<file path="src/hw/rtl/i2c_master_bit_engine_defines.svh">
// Assertion macros shared by the I2C master bit engine RTL.
// No dependencies; included by the top module, which carries the concurrent assertions.
`ifndef I2C_MASTER_BIT_ENGINE_DEFINES_SVH
`define I2C_MASTER_BIT_ENGINE_DEFINES_SVH

// Same-cycle implication, disabled while reset is asserted.
`define I2CMBE_ASSERT_IMP(label, clk, rst_n, ante, cons) \
    label: assert property (@(posedge clk) disable iff (!(rst_n)) (ante) |-> (cons)) \
        else $error("i2cmbe assertion failed");

// Next-cycle implication, disabled while reset is asserted.
`define I2CMBE_ASSERT_NEXT(label, clk, rst_n, ante, cons) \
    label: assert property (@(posedge clk) disable iff (!(rst_n)) (ante) |=> (cons)) \
        else $error("i2cmbe assertion failed");

`endif

</file>
<file path="src/hw/rtl/i2cmbe_pkg.sv">
// Shared types and constants for the I2C master bit engine.
// No dependencies; imported by the core and the top module of the engine.
`default_nettype none

package i2cmbe_pkg;

    localparam int unsigned CFG_WIDTH = 16;
    localparam int unsigned BYTE_BITS = 8;

    // Command codes carried in the mode field; codes five to seven mean no command.
    localparam logic [2:0] MODE_NONE  = 3'd0;
    localparam logic [2:0] MODE_START = 3'd1;
    localparam logic [2:0] MODE_STOP  = 3'd2;
    localparam logic [2:0] MODE_WRITE = 3'd3;
    localparam logic [2:0] MODE_READ  = 3'd4;

    // One input item, last field in the lowest bits.
    typedef struct packed {
        logic [2:0] pad;
        logic       sda_in;
        logic       send_nack;
        logic [7:0] tx_byte;
        logic [2:0] mode;
    } t_in_item;

    // One result item, last field in the lowest bits.
    typedef struct packed {
        logic [2:0] pad;
        logic       ack_level;
        logic [7:0] rx_byte;
        logic       done_res;
        logic       busy_res;
        logic       sda_pull_low;
        logic       scl_level;
    } t_result;

endpackage

`default_nettype wire

</file>
<file path="src/hw/rtl/i2cmbe_pipe_reg.sv">
// Valid/ready pipeline register holding one item of generic width.
// No dependencies; used for the input and the result stage of the engine.
`default_nettype none

module i2cmbe_pipe_reg #(
    parameter int unsigned WIDTH = 16
) (
    input  wire logic             i_clk,
    input  wire logic             i_rst_n,
    input  wire logic             i_valid,
    output logic                  o_ready,
    input  wire logic [WIDTH-1:0] i_data,
    output logic                  o_valid,
    input  wire logic             i_ready,
    output logic [WIDTH-1:0]      o_data
);

    logic             r_valid;
    logic [WIDTH-1:0] r_data;

    // The stage takes a new item whenever it is empty or its item leaves this cycle.
    assign o_ready = !r_valid || i_ready;
    assign o_valid = r_valid;
    assign o_data  = r_data;

    always_ff @(posedge i_clk) begin
        if (!i_rst_n) begin
            r_valid <= 1'b0;
        end else if (o_ready) begin
            r_valid <= i_valid;
        end
    end

    always_ff @(posedge i_clk) begin
        if (o_ready && i_valid) begin
            r_data <= i_data;
        end
    end

endmodule

`default_nettype wire

</file>
<file path="src/hw/rtl/i2cmbe_core.sv">
// Bus sequencer of the I2C master bit engine: segment timer, phase machine and shifter.
// Depends on i2cmbe_pkg; steps once for every item passed from input to result stage.
`default_nettype none

module i2cmbe_core #(
    parameter int unsigned DIVIDER_WIDTH = 16
) (
    input  wire logic                               i_clk,
    input  wire logic                               i_rst_n,
    input  wire logic                               i_cfg_we,
    input  wire logic [i2cmbe_pkg::CFG_WIDTH-1:0]   i_cfg_wdata,
    input  wire logic                               i_step,
    input  wire i2cmbe_pkg::t_in_item               i_item,
    output i2cmbe_pkg::t_result                     o_result
);

    import i2cmbe_pkg::*;

    localparam int unsigned MaxWidth =
        (DIVIDER_WIDTH > CFG_WIDTH) ? DIVIDER_WIDTH : CFG_WIDTH;

    typedef enum logic [2:0] {
        PH_IDLE,
        PH_START_A,
        PH_START_B,
        PH_START_C,
        PH_STOP_A,
        PH_STOP_B,
        PH_BYTE_LO,
        PH_BYTE_HI
    } t_phase;

    t_phase                   r_phase, n_phase;
    logic                     r_is_read, n_is_read;
    logic [3:0]               r_bit_count, n_bit_count;
    logic [7:0]               r_shifter, n_shifter;
    logic [DIVIDER_WIDTH-1:0] r_divider, n_divider;
    logic                     r_scl, n_scl;
    logic                     r_sda, n_sda;
    logic                     r_nack, n_nack;
    logic                     r_ack_seen, n_ack_seen;
    logic [7:0]               r_rx_hold, n_rx_hold;
    logic [DIVIDER_WIDTH-1:0] r_seg_len, n_seg_len;

    logic                     done;
    logic                     load;
    logic                     drive;
    logic [DIVIDER_WIDTH-1:0] div_inc;
    logic [MaxWidth-1:0]      cfg_ext;
    logic [MaxWidth-1:0]      cfg_lim;
    logic [MaxWidth-1:0]      cfg_clamped;

    // The segment length is clamped once, when the register is written.
    always_comb begin
        cfg_ext     = MaxWidth'(i_cfg_wdata);
        cfg_lim     = MaxWidth'({DIVIDER_WIDTH{1'b1}});
        cfg_clamped = (cfg_ext == '0) ? MaxWidth'(1) : cfg_ext;
        if (cfg_clamped > cfg_lim) begin
            cfg_clamped = cfg_lim;
        end
        n_seg_len = cfg_clamped[DIVIDER_WIDTH-1:0];
    end

    always_comb begin
        n_phase     = r_phase;
        n_is_read   = r_is_read;
        n_bit_count = r_bit_count;
        n_shifter   = r_shifter;
        n_divider   = r_divider;
        n_scl       = r_scl;
        n_sda       = r_sda;
        n_nack      = r_nack;
        n_ack_seen  = r_ack_seen;
        n_rx_hold   = r_rx_hold;
        done        = 1'b0;
        load        = 1'b0;
        div_inc     = r_divider + DIVIDER_WIDTH'(1);

        if (r_phase != PH_IDLE) begin
            n_divider = div_inc;
            if (div_inc >= r_seg_len) begin
                n_divider = '0;
                unique case (r_phase)
                    PH_START_A: begin
                        n_phase = PH_START_B;
                        load    = 1'b1;
                    end
                    PH_START_B: begin
                        n_phase = PH_START_C;
                        load    = 1'b1;
                    end
                    PH_START_C: begin
                        n_phase = PH_IDLE;
                        n_scl   = 1'b0;
                        n_sda   = 1'b1;
                        done    = 1'b1;
                    end
                    PH_STOP_A: begin
                        n_phase = PH_STOP_B;
                        load    = 1'b1;
                    end
                    PH_STOP_B: begin
                        n_phase = PH_IDLE;
                        n_scl   = 1'b1;
                        n_sda   = 1'b0;
                        done    = 1'b1;
                    end
                    PH_BYTE_LO: begin
                        n_phase = PH_BYTE_HI;
                        load    = 1'b1;
                    end
                    PH_BYTE_HI: begin
                        if (r_bit_count < 4'(BYTE_BITS)) begin
                            // SDA is sampled as the high half of a data clock ends.
                            n_shifter   = {r_shifter[6:0], r_is_read & i_item.sda_in};
                            n_bit_count = r_bit_count + 4'd1;
                            n_phase     = PH_BYTE_LO;
                            load        = 1'b1;
                        end else begin
                            if (r_is_read) begin
                                n_rx_hold = r_shifter;
                            end else begin
                                n_ack_seen = i_item.sda_in;
                            end
                            n_phase = PH_IDLE;
                            n_scl   = 1'b0;
                            n_sda   = 1'b0;
                            done    = 1'b1;
                        end
                    end
                    default: begin
                        n_phase = PH_IDLE;
                    end
                endcase
            end
        end else if (i_item.mode == MODE_START || i_item.mode == MODE_STOP ||
                     i_item.mode == MODE_WRITE || i_item.mode == MODE_READ) begin
            n_is_read   = (i_item.mode == MODE_READ);
            n_divider   = '0;
            n_bit_count = '0;
            load        = 1'b1;
            if (i_item.mode == MODE_START) begin
                n_phase = PH_START_A;
            end else if (i_item.mode == MODE_STOP) begin
                n_phase = PH_STOP_A;
            end else begin
                n_shifter = (i_item.mode == MODE_WRITE) ? i_item.tx_byte : 8'h00;
                n_nack    = i_item.send_nack;
                n_phase   = PH_BYTE_LO;
            end
        end

        // Data bits pull low for a zero on a write; the ack clock that ends the byte carries the
        // master's ack on a read and is released on a write.
        if (n_bit_count < 4'(BYTE_BITS)) begin
            drive = !n_is_read && !n_shifter[7];
        end else begin
            drive = n_is_read && !n_nack;
        end

        if (load) begin
            unique case (n_phase)
                PH_START_A: begin
                    n_sda = 1'b0;
                end
                PH_START_B: begin
                    n_scl = 1'b1;
                    n_sda = 1'b0;
                end
                PH_START_C: begin
                    n_scl = 1'b1;
                    n_sda = 1'b1;
                end
                PH_STOP_A: begin
                    n_scl = 1'b0;
                    n_sda = 1'b1;
                end
                PH_STOP_B: begin
                    n_scl = 1'b1;
                    n_sda = 1'b1;
                end
                PH_BYTE_LO: begin
                    n_scl = 1'b0;
                    n_sda = drive;
                end
                PH_BYTE_HI: begin
                    n_scl = 1'b1;
                    n_sda = drive;
                end
                default: begin
                    n_scl = r_scl;
                end
            endcase
        end

        o_result              = '0;
        o_result.scl_level    = n_scl;
        o_result.sda_pull_low = n_sda;
        o_result.busy_res     = (n_phase != PH_IDLE);
        o_result.done_res     = done;
        o_result.rx_byte      = n_rx_hold;
        o_result.ack_level    = n_ack_seen;
    end

    always_ff @(posedge i_clk) begin
        if (!i_rst_n) begin
            r_phase     <= PH_IDLE;
            r_is_read   <= 1'b0;
            r_bit_count <= '0;
            r_shifter   <= '0;
            r_divider   <= '0;
            r_scl       <= 1'b1;
            r_sda       <= 1'b0;
            r_nack      <= 1'b0;
            r_ack_seen  <= 1'b1;
            r_rx_hold   <= '0;
            r_seg_len   <= DIVIDER_WIDTH'(2);
        end else begin
            if (i_cfg_we) begin
                r_seg_len <= n_seg_len;
            end
            if (i_step) begin
                r_phase     <= n_phase;
                r_is_read   <= n_is_read;
                r_bit_count <= n_bit_count;
                r_shifter   <= n_shifter;
                r_divider   <= n_divider;
                r_scl       <= n_scl;
                r_sda       <= n_sda;
                r_nack      <= n_nack;
                r_ack_seen  <= n_ack_seen;
                r_rx_hold   <= n_rx_hold;
            end
        end
    end

endmodule

`default_nettype wire

</file>
<file path="src/hw/rtl/i2c_master_bit_engine.sv">
// I2C master bit engine: one item is one tick of the bus timebase.
// An accepted input item is held in the input register and passes, as the sequencer
// steps, into the result register, from which the result item is taken.
// Throughput: one item per cycle while the result side keeps up, with the sequencer
// stepping once between the input register and the result register.
// Reset (synchronous, active low) empties both stages, idles the sequencer with
// SCL released high and SDA released, and sets the half period to two ticks.
`default_nettype none
`include "i2c_master_bit_engine_defines.svh"

module i2c_master_bit_engine #(
    parameter int unsigned DIVIDER_WIDTH = 16
) (
    input  wire logic                             i_clk,
    input  wire logic                             i_rst_n,
    // Configuration: half period in ticks.
    input  wire logic                             i_cfg_we,
    input  wire logic [i2cmbe_pkg::CFG_WIDTH-1:0] i_cfg_wdata,
    // Input stream.
    input  wire logic                             s_axis_tvalid,
    output logic                                  s_axis_tready,
    // tdata from bit 0: mode[2:0], tx_byte[10:3], send_nack[11], sda_in[12], zeros.
    input  wire logic [15:0]                      s_axis_tdata,
    // Result stream.
    output logic                                  m_axis_tvalid,
    input  wire logic                             m_axis_tready,
    // tdata from bit 0: scl_level[0], sda_pull_low[1], busy_res[2], done_res[3],
    // rx_byte[11:4], ack_level[12], zeros.
    output logic [15:0]                           m_axis_tdata
);

    import i2cmbe_pkg::*;

    t_in_item in_item;
    t_result  result;
    logic     in_valid;
    logic     step;
    logic     res_ready;
    logic     res_valid;

    // The input register holds the item for the current tick. It moves into the
    // result register, and the sequencer steps, in the same cycle; the result
    // register in turn frees itself whenever the consumer takes its item, so a
    // new item is accepted every cycle while the result side keeps up.
    i2cmbe_pipe_reg #(
        .WIDTH ($bits(t_in_item))
    ) u_in_stage (
        .i_clk   (i_clk),
        .i_rst_n (i_rst_n),
        .i_valid (s_axis_tvalid),
        .o_ready (s_axis_tready),
        .i_data  (s_axis_tdata),
        .o_valid (in_valid),
        .i_ready (res_ready),
        .o_data  (in_item)
    );

    assign step = in_valid && res_ready;

    // The sequencer state only advances when an item actually passes, so a stall
    // on the result side freezes the bus timing along with the stream.
    i2cmbe_core #(
        .DIVIDER_WIDTH (DIVIDER_WIDTH)
    ) u_core (
        .i_clk       (i_clk),
        .i_rst_n     (i_rst_n),
        .i_cfg_we    (i_cfg_we),
        .i_cfg_wdata (i_cfg_wdata),
        .i_step      (step),
        .i_item      (in_item),
        .o_result    (result)
    );

    i2cmbe_pipe_reg #(
        .WIDTH ($bits(t_result))
    ) u_out_stage (
        .i_clk   (i_clk),
        .i_rst_n (i_rst_n),
        .i_valid (in_valid),
        .o_ready (res_ready),
        .i_data  (result),
        .o_valid (res_valid),
        .i_ready (m_axis_tready),
        .o_data  (m_axis_tdata)
    );

    assign m_axis_tvalid = res_valid;

    // A finished command never reports itself as still busy.
    `I2CMBE_ASSERT_IMP(a_done_not_busy, i_clk, i_rst_n, m_axis_tvalid && m_axis_tdata[3], !m_axis_tdata[2])

    // Input back-pressure only arises from a full input stage behind a stalled result.
    `I2CMBE_ASSERT_IMP(a_stall_cause, i_clk, i_rst_n, !s_axis_tready, in_valid && m_axis_tvalid && !m_axis_tready)

    // Every item that steps the sequencer shows up as a result in the next cycle.
    `I2CMBE_ASSERT_NEXT(a_step_gives_result, i_clk, i_rst_n, step, m_axis_tvalid)

endmodule

`default_nettype wire
</file>
<file path="config.mk">
export PLATFORM = sky130hd
export DESIGN_NAME = i2c_master_bit_engine
export DESIGN_NICKNAME = d
export VERILOG_FILES = /design/src/hw/rtl/i2cmbe_pkg.sv /design/src/hw/rtl/i2cmbe_pipe_reg.sv /design/src/hw/rtl/i2cmbe_core.sv /design/src/hw/rtl/i2c_master_bit_engine.sv
export VERILOG_INCLUDE_DIRS = /design/src /design/src/hw/rtl
export SDC_FILE = /design/constraint.sdc
export NUM_CORES = 1
export LEC_CHECK = 0
export ABC_AREA = 1
export BUFFER_PORTS_ARGS = -buffer_cell sky130_fd_sc_hd__buf_2
export CELL_PAD_IN_SITES_DETAIL_PLACEMENT = 1
export CELL_PAD_IN_SITES_GLOBAL_PLACEMENT = 1
export CORE_ASPECT_RATIO = 0.5
export CORE_MARGIN = 2
export CORE_UTILIZATION = 47
export DETAILED_ROUTE_END_ITERATION = 7
export PLACE_DENSITY_LB_ADDON = 0.1
export SLEW_MARGIN = 20
export SYNTH_ARGS = -nofsm -noshare
export SYNTH_HDL_FRONTEND = slang
export SYNTH_SLANG_ARGS = --single-unit
export TNS_END_PERCENT = 1
</file>
<file path="constraint.sdc">
create_clock -name i_clk -period 4.7 [get_ports i_clk]
set_clock_uncertainty 0.05 [all_clocks]
set_input_delay 0.94 -clock i_clk [delete_from_list [all_inputs] [get_ports i_clk]]
set_output_delay 0.94 -clock i_clk [all_outputs]
set_load 0.03 [all_outputs]
</file>
# ---- After elaboration in Yosys (flattened, before gate mapping)
# Cells that the tools add are included.
dict set report op_classes {
  n_eq_ne 23
  bitwise 1
  mux 61
  n_addsub 2
  n_reduce_logical 28
  n_lt_le_gt_ge 4
}
# op n
set ops {}
lappend ops {{8-bit two-way mux} 13}
lappend ops {{16-bit two-way mux} 5}
lappend ops {{3-bit equality test, second input constant} 9}
lappend ops {{1-bit two-way mux} 25}
lappend ops {{4-bit two-way mux} 5}
lappend ops {{3-bit by 2-bit equality test with 1-bit output, second input constant} 6}
lappend ops {{16-bit by 1-bit adder with 16-bit output, second input constant} 1}
lappend ops {{16-bit greater-or-equal comparator} 1}
lappend ops {{16-bit greater-than comparator, second input constant} 1}
lappend ops {{16-bit zero test} 1}
lappend ops {{3-bit two-way mux} 5}
lappend ops {{3-bit one-hot mux with 5 select lines} 1}
lappend ops {{1-bit one-hot mux with 3 select lines} 4}
lappend ops {{3-bit by 1-bit equality test with 1-bit output, second input constant} 3}
lappend ops {{4-bit less-than comparator, second input constant} 2}
lappend ops {{2-bit OR reduction} 4}
lappend ops {{4-bit OR reduction} 2}
lappend ops {{7-bit AND reduction} 1}
lappend ops {{2-bit inequality test, second input constant} 3}
lappend ops {{3-bit nonzero test} 2}
lappend ops {{1-bit zero test} 5}
lappend ops {{1-bit logical OR} 5}
lappend ops {{4-bit by 1-bit adder with 4-bit output, second input constant} 1}
lappend ops {{1-bit logical AND} 4}
lappend ops {{other kinds (7)} 10}
dict set report word_totals {
  regBits 88
  elab_cells 136
}

# ---- Logic depth before layout (Yosys ltp)
# Gate-level depths: netlist (run 1).
dict set report logic_depth {
  depth_word 11
  depth_mapped 32
}

# ---- Cells and area by module
# A second synthesis (run 1) with hierarchy kept.
dict set report hier_totals {
  hier_cells 592
  hier_area_um2 4890.9
}
# mod n_inst seq_area_each_um2 cells_per_inst area_each_um2
set modules_own_cells {}
lappend modules_own_cells {i2cmbe_core 1 1201.2 544 3819.9}
lappend modules_own_cells {i2cmbe_pipe_reg 2 500.5 23 531.8}
lappend modules_own_cells {i2c_master_bit_engine 1 0.0 2 7.5}

# ---- Worst setup path after synthesis (run 1)
# Ideal clock, no wire load.
dict set report synth_path {
  kind {flip-flop to flip-flop}
  startpoint {register u_core.r_divider[2]}
  endpoint {register u_out_stage.r_data[0] (netlist: u_out_stage.o_data[0]), data pin}
  period_less_slack_ps 3205
  n_path_buf 1
  stages_incl_launch_ff 22
  setup_slack_ps 1495
  arrival_ps 2895
  required_time_ps 4390
  cell_sequence {dfxtp_1 -> nand2_1 -> nor2_2 -> nand3_2 -> nor3_4 -> nand3_2 -> nor2_4 -> nand3_4 -> nor3_4 -> xor2_2 -> ha_1 -> a21oi_1 -> o21ai_1 -> nor2_2 -> nand2_2 -> buf_6 -> o211ai_1 -> nor2_1 -> nand3_1 -> nand2_1 -> nand2_1 -> nand2_1}
}
# element line
set synth_lines {}
lappend synth_lines {{start, declared} i2cmbe_core.sv:37} ;# logic [DIVIDER_WIDTH-1:0] r_divider, n_divider;
lappend synth_lines {{start signal, assigned} i2cmbe_core.sv:227} ;# r_divider <= n_divider;
lappend synth_lines {{end signal, assigned} i2cmbe_pipe_reg.sv:36} ;# r_data <= i_data;
lappend synth_lines {{end, declared} i2cmbe_pipe_reg.sv:19} ;# logic [WIDTH-1:0] r_data;

# ---- Final worst setup path (run 1)
dict set report layout_path {
  startpoint {register u_core.r_divider[0]}
  endpoint {register u_core.r_divider[14]}
}
dict set report layout_via {
  elab_chain_len 4
}
# element line
set layout_rtl {}
lappend layout_rtl {{16-bit by 1-bit adder with 16-bit output (*)} i2cmbe_core.sv:77} ;# div_inc = r_divider + DIVIDER_WIDTH'(1);
lappend layout_rtl {{16-bit greater-or-equal comparator} i2cmbe_core.sv:81} ;# if (div_inc >= r_seg_len) begin
lappend layout_rtl {{16-bit two-way mux (*)} i2cmbe_core.sv:81}
lappend layout_rtl {{16-bit two-way mux (*)} i2cmbe_core.sv:79} ;# if (r_phase != PH_IDLE) begin
# Every way passes the cells marked *; elsewhere a longest branch is shown, timed or not.
# A chain may end at the register's enable or synchronous reset.

==> impl.org, run 1 <==
** Status
- Run status :: finished, final reports clean

** Worst setup path
- Startpoint class of the critical path :: register
- The kind of cell with the highest combined delay along the critical path is simple AND/OR/NAND/NOR gates.
- Crit-path max cell delay :: 0.57 ns
- Walking the worst path, the cells encountered are ha_1 > nand2_1 > nor2_1 > nand2_1 > nor2_1 > inv_1 > nor2_1 > inv_1 > nor3_2 > nand4_1 > xor2_1 > ha_1 > nand2_1 > o21ai_1 > nor2_2 > nand2_2 > nor2_2 > inv_2 > nor2_2 > a22oi_1 > nor2_1.
- In this run the critical register-to-register path is captured at u_core.r_divider[14]$_SDFFE_PN0P_.
- Along the worst path, the maximum fanout reaches 16.
- At the worst endpoint, the required time is 4.92 ns.
- The worst setup path is captured at a register.
- Worst reg2reg path startpoint :: u_core.r_divider[0]$_SDFFE_PN0P_
- R2R cell count :: 21
- The critical path runs through a total of 21 cells.
- Across all register-to-register paths, the minimum setup slack is 0.66 ns.
- The critical path contains buffers and inverters numbering 3 combined.
- Setup crit end :: u_core.r_divider[14]$_SDFFE_PN0P_
- Most Frequent Cell on Critical Path :: nor2_1
- Slowest stage cell on the critical path :: nor2_2
- In this run the worst setup path begins at u_core.r_divider[0]$_SDFFE_PN0P_.
- By startpoint and endpoint, the worst setup path is classified as reg -> reg.
- Data arrives at the worst endpoint at 4.26 ns.

** Clock network
- After clock tree synthesis, the clock-pin slew on the worst setup and hold paths is 0.07 ns.
- After clock tree synthesis, the setup repair step added 0 buffers.
- TritonCTS built the clock tree.
- Maximum number of buffers from clock root to sink :: 2
- Counting the buffers created by CTS gives 9.
- For this design, the sink count on the clock tree is 88.
- Number of hold-repair buffers added at the cts stage :: 0
- Clock latency reported for the late side of the worst-skew pair :: 0.35 ns
- Clock Root Buffer :: clkbuf_16
- Post-CTS repair changed the size of 0 cells.
- The clock tree synthesis step divided the H-tree into 3 levels.

** Drt
- First-iteration detailed-routing DRC count :: approximately 190
- For this run, design rule violations remaining after detail routing come to 0.
- For this run, the detailed router's first-pass iteration total came to 4.
- For this block, the routed nets add up to 10.4 mm of wire.
- Once detail routing completed, the nets flagged for antenna violations numbered 0.
- In the final routed layout, each cell accounts on average for 13.7 µm.
- Detailed routing inserted a total of about 3.8k vias.
- After detailed routing, the number of vias per cell comes to 5.02.

** Place
- Number of I/O port buffers :: between 40 and 50
- DP Worst Slack :: a little under 0.8 ns
- Total half-perimeter wirelength after legalization and detailed placement :: 7.31 mm
- Once placement completed, the tool counted placed cells totaling between 700 and 800.
- Routability-driven placement finished with a final weighted congestion of 0.825.

** Finish
- Final instance count without filler cells :: 758
- For this run, the post-layout net count is 673.
- Summing all multi-input logic gate instances after layout gives about 2100 µm².
- Share of post-route cells with drive strength above 1 :: between 15 and 20%
- Area growth from synthesis to layout :: 13.3%
- Fill cells in the final layout number roughly 1.2k.
- Sequential Area :: 2020 µm²
- The number of antenna diodes in the final layout is 0.
- Final core occ :: 54.9%

** Timing
- Min cycle time layout :: 4.04 ns
- Min setup slack post-route :: 0.664 ns
- The tightest hold path in the finished design has a slack of 0.437 ns.
- Of the available clock period, the critical path in the final layout requires 85.9%.
- Final hold vios :: 0
- Unrepaired setup endpoints after global routing :: no
- Rel. slew slack :: 50.6%
- For the pin with the worst max-slew slack, the measured transition is around 0.74 ns.
- Fmax :: 248 MHz
- Summed over all failing endpoints, the final setup total negative slack is 0 ns.
- Slew Viols, Final :: 0
- Setup violations remaining at the end of the flow were counted as 0.

** Floorplanning
- Die Ht :: 73.9 µm
- I/O pin cnt :: 55
- Site row count :: 25
- Effective utilization at floorplan :: about half
- The total area inside the core boundary comes to 9480 µm².
- In this run the horizontal extent of the chip is 144 µm.
- DIE AREA :: about 11,000 µm²

** Power
- Reported net switching power :: roughly 520 µW
- Fraction of power spent switching nets :: between 20% and 30%
- Clock network fraction of design power :: 40.2%
- Cell internal pwr :: 1270 µW
- Combinational logic burns 12.8% of the power.
- For this design the ratio of total power to cell area is 343 nW/µm².
- In this run the static leakage power is 0.00237 µW.
- IR analysis of the VDD net gives a maximum drop of 0.000220 V.
- Sequential fraction of design power :: 47.0%

** Synthesis
- The share of the Yosys chip area taken by registers is 44.0%.
- Yosys mapped the design onto 43 distinct sky130hd cell types.
- Number of synthesized register bits :: 88
- The synthesized design devotes to its leading area cell type between 20% and 30% of total area.
- For this run, asynchronously set or reset flops after synthesis account for 0%.
- In this run, synthesis inferred 26 flip-flops with an integrated enable.
- The synthesized netlist occupies a cell area of 4590 µm².
- Most instantiated cells after synthesis :: inv_1 (97), nand2_1 (85), nor2_1 (71)
- Most frequently used cell type in the post-synthesis netlist :: inv_1
- Top cell type by total area after synthesis :: dfxtp_1
- Ys flop type :: dfxtp_1
- The average instance in the mapped netlist occupies 7.98 µm².
- Number of cells produced by synthesis :: 576
- By area the synthesized netlist is led by dfxtp_1 (27%), edfxtp_1 (17%), inv_1 (7.9%).
- The Yosys step of the flow raised 0 warnings.

** Global route
- For this run the aggregate overflow at the end of global routing stands at 0.
- Overall Global Routing Usage :: between 20% and 30%
- The via count of the first global-routing pass came to 3,796.
- Number of antenna violations at the first check in global routing :: 0
- Entering global routing, the biggest net connects 50 pins.
- Wire length of the first global-routing pass :: approximately 18 mm

** Min path
- The worst hold path begins at u_core.r_ack_seen$_SDFFE_PN1P_.
- The min-delay analysis places its worst path in the category reg -> reg.

** Job
- Max-capacitance violation count :: 0
-- per-layer routing --
layer / vias to the layer above / wire length, µm / global-route usage [%]
li1: 1952 / - / -
met3: 11 / 324 / 5.08
met5: - / 0 / 0
met2: 57 / 4760 / 36.7
met1: 1785 / 5220 / 27.7
met4: 0 / 122 / 6.54
-- final cells by class --
| class | instances | share of cell area (%) |
|---|---|---|
| repair buffers | 50 | 4.90 |
| multi-input cells | 366 | 39.9 |
| clock buffers | 9 | 4.33 |
| flip-flops and latches | 88 | 38.8 |
| well taps | 135 | 3.24 |
| inverters | 103 | 7.43 |
| clock inverters | 7 | 1.37 |
-- through the flow --
stage / cell area [µm²] / power, µW
CTS: 5210 / 1810
finish: 5210 / 1790
global placement: 4910 / 1080
global route: 5210 / 1880
detailed placement: 4910 / 1090
floorplan: 4600 / 1020
-- worst min path at each step --
| stage | endpoint | slack, ns | cells after the start |
|---|---|---|---|
| floorplan | u_core.r_ack_seen$_SDFFE_PN1P_ | 0.39 | 2 |
| global placement | u_core.r_ack_seen$_SDFFE_PN1P_ | 0.40 | 2 |
| detailed placement | u_core.r_ack_seen$_SDFFE_PN1P_ | 0.42 | 2 |
| CTS | u_core.r_ack_seen$_SDFFE_PN1P_ | 0.44 | 2 |
| global route | u_core.r_bit_count[1]$_SDFFE_PN0P_ | 0.47 | 2 |
| finish | u_core.r_ack_seen$_SDFFE_PN1P_ | 0.44 | 2 |
-- cells by family (layout without fill, tap and decap cells) --
kind of cell	count (synthesis)	count (layout)	share of synthesized area, %
flops	88	88	44.0
buf+inv	124	169	10.9
simple gates	212	212	21.2
compound gates	118	118	15.8
xor+xnor	14	14	2.83
mux	1	1	0.245
other cells	1	3	0.0816
fa+ha+maj	18	18	4.90
-- flip-flops by register name, summed over array words and instances, names as in the netlist --
name	flops
u_core.r_is_read	1
u_core.r_scl	1
u_core.r_phase	3
u_in_stage.o_valid	1
u_core.r_rx_hold	8
u_in_stage.o_data	13
u_core.r_divider	16
u_core.r_ack_seen	1
u_core.r_shifter	8
u_out_stage.o_data	13
u_core.r_bit_count	4
u_core.r_sda	1
u_core.r_seg_len	16
u_core.r_nack	1
u_out_stage.o_valid	1
-- cells in the final DEF (no fill, tap or decap), drive strengths merged, types with 9 or more instances in the layout --
cell type / netlist / layout
nand2: 89 / 89
nor2: 81 / 81
a22oi: 16 / 16
clkbuf: 11 / 9
nand3: 27 / 27
buf: 10 / 50
a21oi: 50 / 50
dfxtp: 62 / 62
ha: 18 / 18
edfxtp: 26 / 26
inv: 102 / 106
xor2: 9 / 9
o21ai: 37 / 37
-- tightest hold or removal path: stages, from the launching register on --
cell     delay [ns]
dfxtp_1        0.33
a21oi_1        0.07
nand2_1        0.06
-- power groups by stage --
stage	clock network [µW]	logic (µW)	registers, µW
floorplan	0	156	867
global placement	0	223	855
detailed placement	0	228	857
CTS	738	230	839
global route	771	262	844
finish	717	228	839
Note: power is estimated with default switching activity, not from simulation.
==> inputs of run 2 (changes only) <==
- CAP_MARGIN: default -> 5
- clock period: 4.7 -> 5.2 ns (I/O delays scaled with it)
==> impl.org, run 2 (synthesized netlist as in run 1, its figures left out) <==
** Status
- The run finished with clean final reports.

** Global route
- The global-route wire length before repair came to 17.4 mm (-1.4%).
- The pin count of the biggest net entering global routing is 50 (unchanged).
- Global route total overflow :: 0 (unchanged)
- Number of global-route vias before repair :: 3,783 (-0.34%)
- Overall Global Routing Usage :: 21.0% (-0.52 points)
- Number of antenna violations at the first check in global routing :: 0 (unchanged)

** Power
- The share of power burned in the clock network was 40.0% (-0.2 points).
- The portion of total power attributed to combinational logic was 12.8% (about the same).
- The total power divided by cell area is 309 nW/µm² (-9.8%).
- The leakage component of the power was 0.00236 µW (about the same).
- Overall power consumption :: 1610 µW (-9.9%)
- The net switching share of the total power is 28.8% (-0.090 points).
- Sequential fraction of design power :: 47.2% (+0.2 points)
- Maximum ir drop on the vdd rail :: 0.000171 V (-22%)
- Reported net switching power :: 463 µW (-10%)
- Cell internal pwr :: 1150 µW (-9.7%)

** Finish
- Area growth from synthesis to layout :: 13.3% (about the same)
- Post-route design area :: 5200 µm² (about the same)
- Total number of nets in the final design :: 673 (unchanged)
- The count of antenna diodes in the layout came to 0 (unchanged).
- Commonest non-fill, non-tap cells in the layout :: inv_1 (96), nand2_1 (85), nor2_1 (71)
- The largest registers in the layout are u_core.r_divider (16), u_core.r_seg_len (16).
- Leaving out fill and tap cells, the most frequent cell in the layout is inv_1.
- The proportion of layout cells with a drive suffix above 1 came to 17.2% (unchanged).

** Drt
- The number of remaining DRC errors came to 0 (unchanged).
- The per-cell via count in the routed design is 5.02 (about the same).
- The DRC marker count from the first detailed-route iteration came to 177 (-6.3%).
- The average wire per standard cell is 13.5 µm (-2.1%).
- The number of vias in the routed layout is 3,804 (-0.026%).
- First-pass detailed-route iteration total :: 4 (unchanged)
- Remaining antenna violation count after routing :: 0 (unchanged)
- The wire length reported by the detailed router was 10.2 mm (-2.1%).

** Clock network
- Clock latency reported for the late side of the worst-skew pair :: 0.34 ns (about the same)
- Number of hold-repair buffers added at the cts stage :: 0 (unchanged)
- H-tree depth reported by CTS :: 3 (unchanged)
- The clock buffer count from CTS was 9 (unchanged).
- Maximum number of buffers from clock root to sink :: 2 (unchanged)
- TritonCTS clock tree :: yes
- The number of cells upsized or downsized after cts came to 0 (unchanged).
- Clock-pin slew reported for the worst setup and hold paths after clock tree synthesis :: 0.07 ns (about the same)
- TritonCTS sink count :: 88 (unchanged)
- The number of setup buffers added after CTS is 0 (unchanged).
- The cell sitting at the root of the clock tree is a clkbuf_16.

** Worst setup path
- The data required time of the worst path came to 5.42 ns (+0.50 ns).
- Critical path endpoint category :: register
- The largest fanout of any net on the critical path is 16 (unchanged).
- Class of the most critical setup path :: reg -> reg
- STA classifies the critical path startpoint as a register.
- WP data arrival :: 4.21 ns (-0.05 ns)

** Timing
- Fmax :: 251 MHz (+1.3%)
- Rel. slew slack :: 52.7% (+2.1 points)
- Setup repair after global routing left no endpoint under its margin.
- Post-route fraction of the period consumed by the critical path :: 76.6% (-9.2 points)
- Slew @ Worst Pin :: 0.709 ns (-0.0308 ns)
- Final-report setup violation count :: 0 (unchanged)
- Slew Viols, Final :: 0 (unchanged)
- Min cycle time layout :: 3.99 ns (-0.0511 ns)
- Final hold vios :: 0 (unchanged)
- Final-layout setup total negative slack :: 0 ns (unchanged)
- The smallest setup slack after layout is 1.21 ns (+0.551 ns).

** Floorplanning
- CORE AREA :: 9480 µm² (unchanged)
- The vertical extent of the die came to 73.9 µm (unchanged).
- Site row count :: 25 (unchanged)
- DIE AREA :: 10,600 µm² (unchanged)
- Effective utilization at floorplan :: 48.5% (unchanged)
- The number of top-level pins came to 55 (unchanged).
- Die outline width :: 144 µm (unchanged)

** Min path
- Class of the most critical hold timing path :: reg -> reg

** Place
- Final RePlAce weighted congestion :: 0.850 (+3.1%)
- Total half-perimeter wirelength after legalization and detailed placement :: 7.38 mm (+0.99%)
- Number of I/O port buffers :: 48 (unchanged)
- DP Worst Slack :: 1.27 ns (+0.493 ns)
- Cell Area, Placed :: 4910 µm² (unchanged)

** Job
- Max-capacitance violation count :: 0 (unchanged)
[run 2: cell types whose count changed in the layout (fill, tap and decap cells not counted)]
cell / delta
inv_6: +1
inv_8: -1
[run 2: path summary, 6_finish.rpt]
path | start | endpoint | slack (ns) | depth (start not counted)
max reg2reg | u_core.r_divider[0]$_SDFFE_PN0P_ | u_core.r_divider[2]$_SDFFE_PN0P_ | 1.21 | 21
max | u_core.r_divider[0]$_SDFFE_PN0P_ | u_core.r_divider[2]$_SDFFE_PN0P_ | 1.21 | 21
min | u_core.r_ack_seen$_SDFFE_PN1P_ | u_core.r_ack_seen$_SDFFE_PN1P_ | 0.44 | 2
min reg2reg | u_core.r_ack_seen$_SDFFE_PN1P_ | u_core.r_ack_seen$_SDFFE_PN1P_ | 0.44 | 2
[run 2: layout make-up]
cell class              count  area [µm²]
clock buffers               9         225
well taps                 135         169
fillers                  1206        4270
multi-input cells         366        2080
inverters                 103         387
flip-flops and latches     88        2020
clock inverters             7        68.8
repair buffers             50         255
[run 2: metrics by stage]
stage	instances	hold WS, ns	util, %
final	758	0.436	54.9
after global routing	758	0.451	54.9
after CTS	758	0.441	54.9
after detailed placement	742	0.424	51.8
after global placement	742	0.396	51.8
after floorplan	578	0.386	-
[run 2: power by group through the flow]
stage                     Sequential [µW]  Clock, µW  Combinational (µW)
after global placement                773          0                 202
after CTS                             759        662                 209
final                                 759        644                 207
after global routing                  762        684                 236
after detailed placement              775          0                 207
after floorplan                       783          0                 141
[run 2: worst max-delay path, stage by stage (launching register included)]
cell	delay, ns
dfxtp_1	0.37
ha_1	0.20
nand2_1	0.08
nor2_1	0.15
nand2_1	0.08
nor2_1	0.09
inv_1	0.05
nor2_1	0.08
inv_1	0.08
nor3_2	0.22
nand4_1	0.15
xor2_1	0.30
ha_1	0.31
nand4_1	0.11
a21oi_1	0.07
nor2_2	0.23
nand2_2	0.23
nor2_2	0.14
inv_2	0.07
nor2_2	0.55
a22oi_1	0.16
nor2_1	0.14
[run 2: per-layer routing]
layer	vias up	global-route usage, %	part of all wire, %
met5	-	0	0
met4	0	5.45	0.85
met3	10	4.56	3.2
met2	51	36.7	47
met1	1788	26.9	49
li1	1955	-	-
==> inputs of run 3 (changes only) <==
- CORE_UTILIZATION: 47 -> 43
- clock period: 5.2 -> 4.15 ns (I/O delays scaled with it)
==> impl.org, run 3 (synthesized netlist as in run 1, its figures left out) <==
** Drt
- The final antenna-violating net count was 0 (unchanged).
- The number of search-and-repair iterations in the first detailed-routing pass was 4 (unchanged).
- Average wire per standard cell :: 13.8 µm (+2.5%)
- The number of remaining DRC errors is 0 (unchanged).
- The DRC marker count from the first detailed-route iteration came to 226 (+28%).
- Total wire length after detailed routing :: 10.6 mm (+3.5%)
- The number of vias in the routed layout was 3,794 (-0.26%).
- Post-detailed-route via-to-cell ratio :: 4.95 (-1.3%)

** Floorplanning
- Die outline width :: 150 µm (+4.4%)
- CORE AREA :: 10,300 µm² (+8.8%)
- DIE AREA :: 11,600 µm² (+8.9%)
- Die Ht :: 77.1 µm (+4.3%)
- Site row count :: 26 (+4.0%)
- I/O pin cnt :: 55 (unchanged)
- Effective utilization at floorplan :: 44.6% (-3.9 points)

** Worst setup path
- Top delay family on crit path :: simple AND/OR/NAND/NOR gates
- Setup crit end :: u_core.r_shifter[0]$_SDFFE_PN0P_
- The buffering stage count on the worst path with inverters included came to 3 (unchanged).
- Crit-path max cell delay :: 0.37 ns (-0.18 ns)
- Tracing the worst setup path back leads to its startpoint at u_core.r_divider[0]$_SDFFE_PN0P_.
- Critical path fanouts, max :: 14 (-2)
- STA classifies the critical path startpoint as a register.
- WP data arrival :: 3.80 ns (-0.41 ns)
- Worst reg2reg path startpoint :: u_core.r_divider[0]$_SDFFE_PN0P_
- Class of the most critical setup path :: reg -> reg
- R2R cell count :: 22 (+4.8%)
- Worst-case register-to-register setup slack :: 0.50 ns (-0.71 ns)
- Critical path endpoint category :: register
- The cell count along the critical path is 22 (+4.8%).
- Most Frequent Cell on Critical Path :: a21oi_1
- Slowest stage cell on the critical path :: dfxtp_1
- The critical path goes through inv_1 > nor2_2 > nand3_2 > nor3_4 > nand3_2 > nor2_4 > nand3_4 > nor3_4 > xor2_2 > ha_1 > a21oi_1 > o21ai_1 > nor2_4 > nand2_8 > nor2_2 > inv_2 > nand2_2 > inv_2 > o21ai_2 > a21oi_1 > a21oi_1 > nor2_1.
- Critical path data required time :: 4.31 ns (-1.11 ns)
- R2r endpoint :: u_core.r_shifter[0]$_SDFFE_PN0P_

** Place
- Number of I/O port buffers :: 48 (unchanged)
- Total half-perimeter wirelength after legalization and detailed placement :: 7.49 mm (+1.5%)
- The last weighted congestion value of the routability-driven placer is 0.769 (-9.6%).
- The instance area after placement is 4920 µm² (+0.28%).

** Finish
- The final instance area was 5250 µm² (+0.84%).
- Area growth from synthesis to layout :: 14.2%
- Number of antenna repair diodes :: 0 (unchanged)
- Leading cell type in the layout, fill and taps excluded :: inv_1
- The proportion of layout cells with a drive suffix above 1 is 17.9% (+0.72 points).
- Count of fill cells added during filler insertion :: 1,294 (+7.3%)
- The top cell types in the final layout, fill and taps aside, are inv_1 (96), nand2_1 (85), nor2_1 (70).
- Biggest regs :: u_core.r_divider (16), u_core.r_seg_len (16)
- Total number of nets in the final design :: 676 (+0.45%)

** Clock network
- TritonCTS Buffers :: 9 (unchanged)
- The clock edge transition at the registers on the reported setup and hold paths is 0.07 ns (about the same).
- TritonCTS built the clock tree.
- The later-pin clock latency in the skew report was 0.34 ns (about the same).
- H-tree depth reported by CTS :: 3 (unchanged)
- TritonCTS sink count :: 88 (unchanged)
- Maximum number of buffers from clock root to sink :: 2 (unchanged)
- Clock Root Buffer :: clkbuf_16
- The count of hold buffers inserted by post-cts repair is 0 (unchanged).

** Timing
- The accumulated negative setup slack is 0 ns (unchanged).
- The number of failing hold endpoints at the final stage came to 0 (unchanged).
- Slew Viols, Final :: 0 (unchanged)
- The max-slew headroom at the worst pin was 28.3% (-24 points).
- Post-route fraction of the period consumed by the critical path :: 87.9% (+11 points)
- Setup repair after global routing left no endpoint under its margin.
- Slew @ Worst Pin :: 1.07 ns (+0.360 ns)
- Fmax :: 274 MHz (+9.3%)
- The number of failing setup endpoints in the final timing report came to 0 (unchanged).
- The time the worst path needs with I/O delays and setup is 3.65 ns (-0.338 ns).

** Global route
- Number of global-route vias before repair :: 3,711 (-1.9%)
- Number of antenna violations at the first check in global routing :: 0 (unchanged)
- The global-route wire length before repair is 17.9 mm (+2.5%).
- Overall Global Routing Usage :: 19.7% (-1.3 points)
- Global route total overflow :: 0 (unchanged)
- Maximum number of pins on one net before global-route repair :: 34 (-32%)

** Status
- The flow ran to the end, and the final reports show no timing, DRC or antenna violations.

** Min path
- Class of the most critical hold timing path :: reg -> reg
- Number of cells on the worst hold path :: 2 (unchanged)

** Job
- The total of max-cap violations came to 0 (unchanged).

** Power
- Power Dens Cells :: 377 nW/µm² (+22%)
- Overall power consumption :: 1980 µW (+23%)
- Maximum ir drop on the vdd rail :: 0.000197 V (+15%)
- The leakage component of the power came to 0.00239 µW (+0.99%).
-- run 3: changes by cell type in the layout (fill, tap and decap cells not counted), sizes merged --
| cell | before | now |
|---|---|---|
| inv | 106 | 102 |
| buf | 50 | 53 |
| clkinv | 4 | 6 |
| clkinvlp | 0 | 2 |
-- run 3: final cells by class --
| class | count | area (µm²) | share of cell area (%) |
|---|---|---|---|
| tap | 140 | 175 | 3.34 |
| timing repair buffer | 53 | 278 | 5.29 |
| inverter | 103 | 387 | 7.37 |
| sequential | 88 | 2020 | 38.5 |
| clock buffer | 9 | 225 | 4.29 |
| clock inverter | 7 | 47.5 | 0.906 |
| multi-input combinational | 366 | 2110 | 40.3 |
-- run 3: where the power goes --
group          switching (µW)  total (µW)  internal (µW)
Combinational             182         267           85.2
Sequential               20.8         952            931
Clock                     354         760            406
Total                     557        1980           1420
-- run 3: worst min path at each step --
stage	slack [ns]	from	endpoint
finish	0.44	u_core.r_seg_len[1]$_SDFFE_PN1P_	u_core.r_seg_len[1]$_SDFFE_PN1P_
CTS	0.44	u_core.r_shifter[3]$_SDFFE_PN0P_	u_core.r_shifter[3]$_SDFFE_PN0P_
global placement	0.40	u_core.r_ack_seen$_SDFFE_PN1P_	u_core.r_ack_seen$_SDFFE_PN1P_
detailed placement	0.43	u_core.r_shifter[3]$_SDFFE_PN0P_	u_core.r_shifter[3]$_SDFFE_PN0P_
global route	0.46	u_core.r_seg_len[1]$_SDFFE_PN1P_	u_core.r_seg_len[1]$_SDFFE_PN1P_
floorplan	0.39	u_core.r_ack_seen$_SDFFE_PN1P_	u_core.r_ack_seen$_SDFFE_PN1P_
-- run 3: per-stage QoR --
step           cells  setup slack, ns  util [%]  hold WS, ns
3_5_place_dp     748            0.295      47.7        0.431
4_1_cts          764            0.274      50.4        0.443
2_1_floorplan    578            0.945         -        0.386
6_report         766            0.502      50.9        0.436
5_1_grt          766           0.0230      50.9        0.464
3_3_place_gp     748            0.344      47.7        0.397
-- run 3: timing repair --
action | CTS | global route
endpoints found under the hold margin | 0 | 0
gates resized for setup | 0 | 7
setup endpoints to repair | 0 | 12
buffers inserted | 0 | 2
-- run 3: metal layers --
layer | track usage [%] | part of all wire, % | up-vias
met2 | 31.0 | 45 | 65
met1 | 26.7 | 50 | 1762
met3 | 5.48 | 4.1 | 8
li1 | - | - | 1959
met4 | 5.38 | 0.88 | 0
met5 | 0 | 0 | -
-- run 3: worst reg2reg max path: stages, from the launching register on --
cell,delay [ns]
dfxtp_1,0.37
inv_1,0.10
nor2_2,0.17
nand3_2,0.12
nor3_4,0.17
nand3_2,0.14
nor2_4,0.14
nand3_4,0.10
nor3_4,0.16
xor2_2,0.19
ha_1,0.29
a21oi_1,0.16
o21ai_1,0.12
nor2_4,0.26
nand2_8,0.12
nor2_2,0.11
inv_2,0.07
nand2_2,0.10
inv_2,0.05
o21ai_2,0.26
a21oi_1,0.09
a21oi_1,0.14
nor2_1,0.05
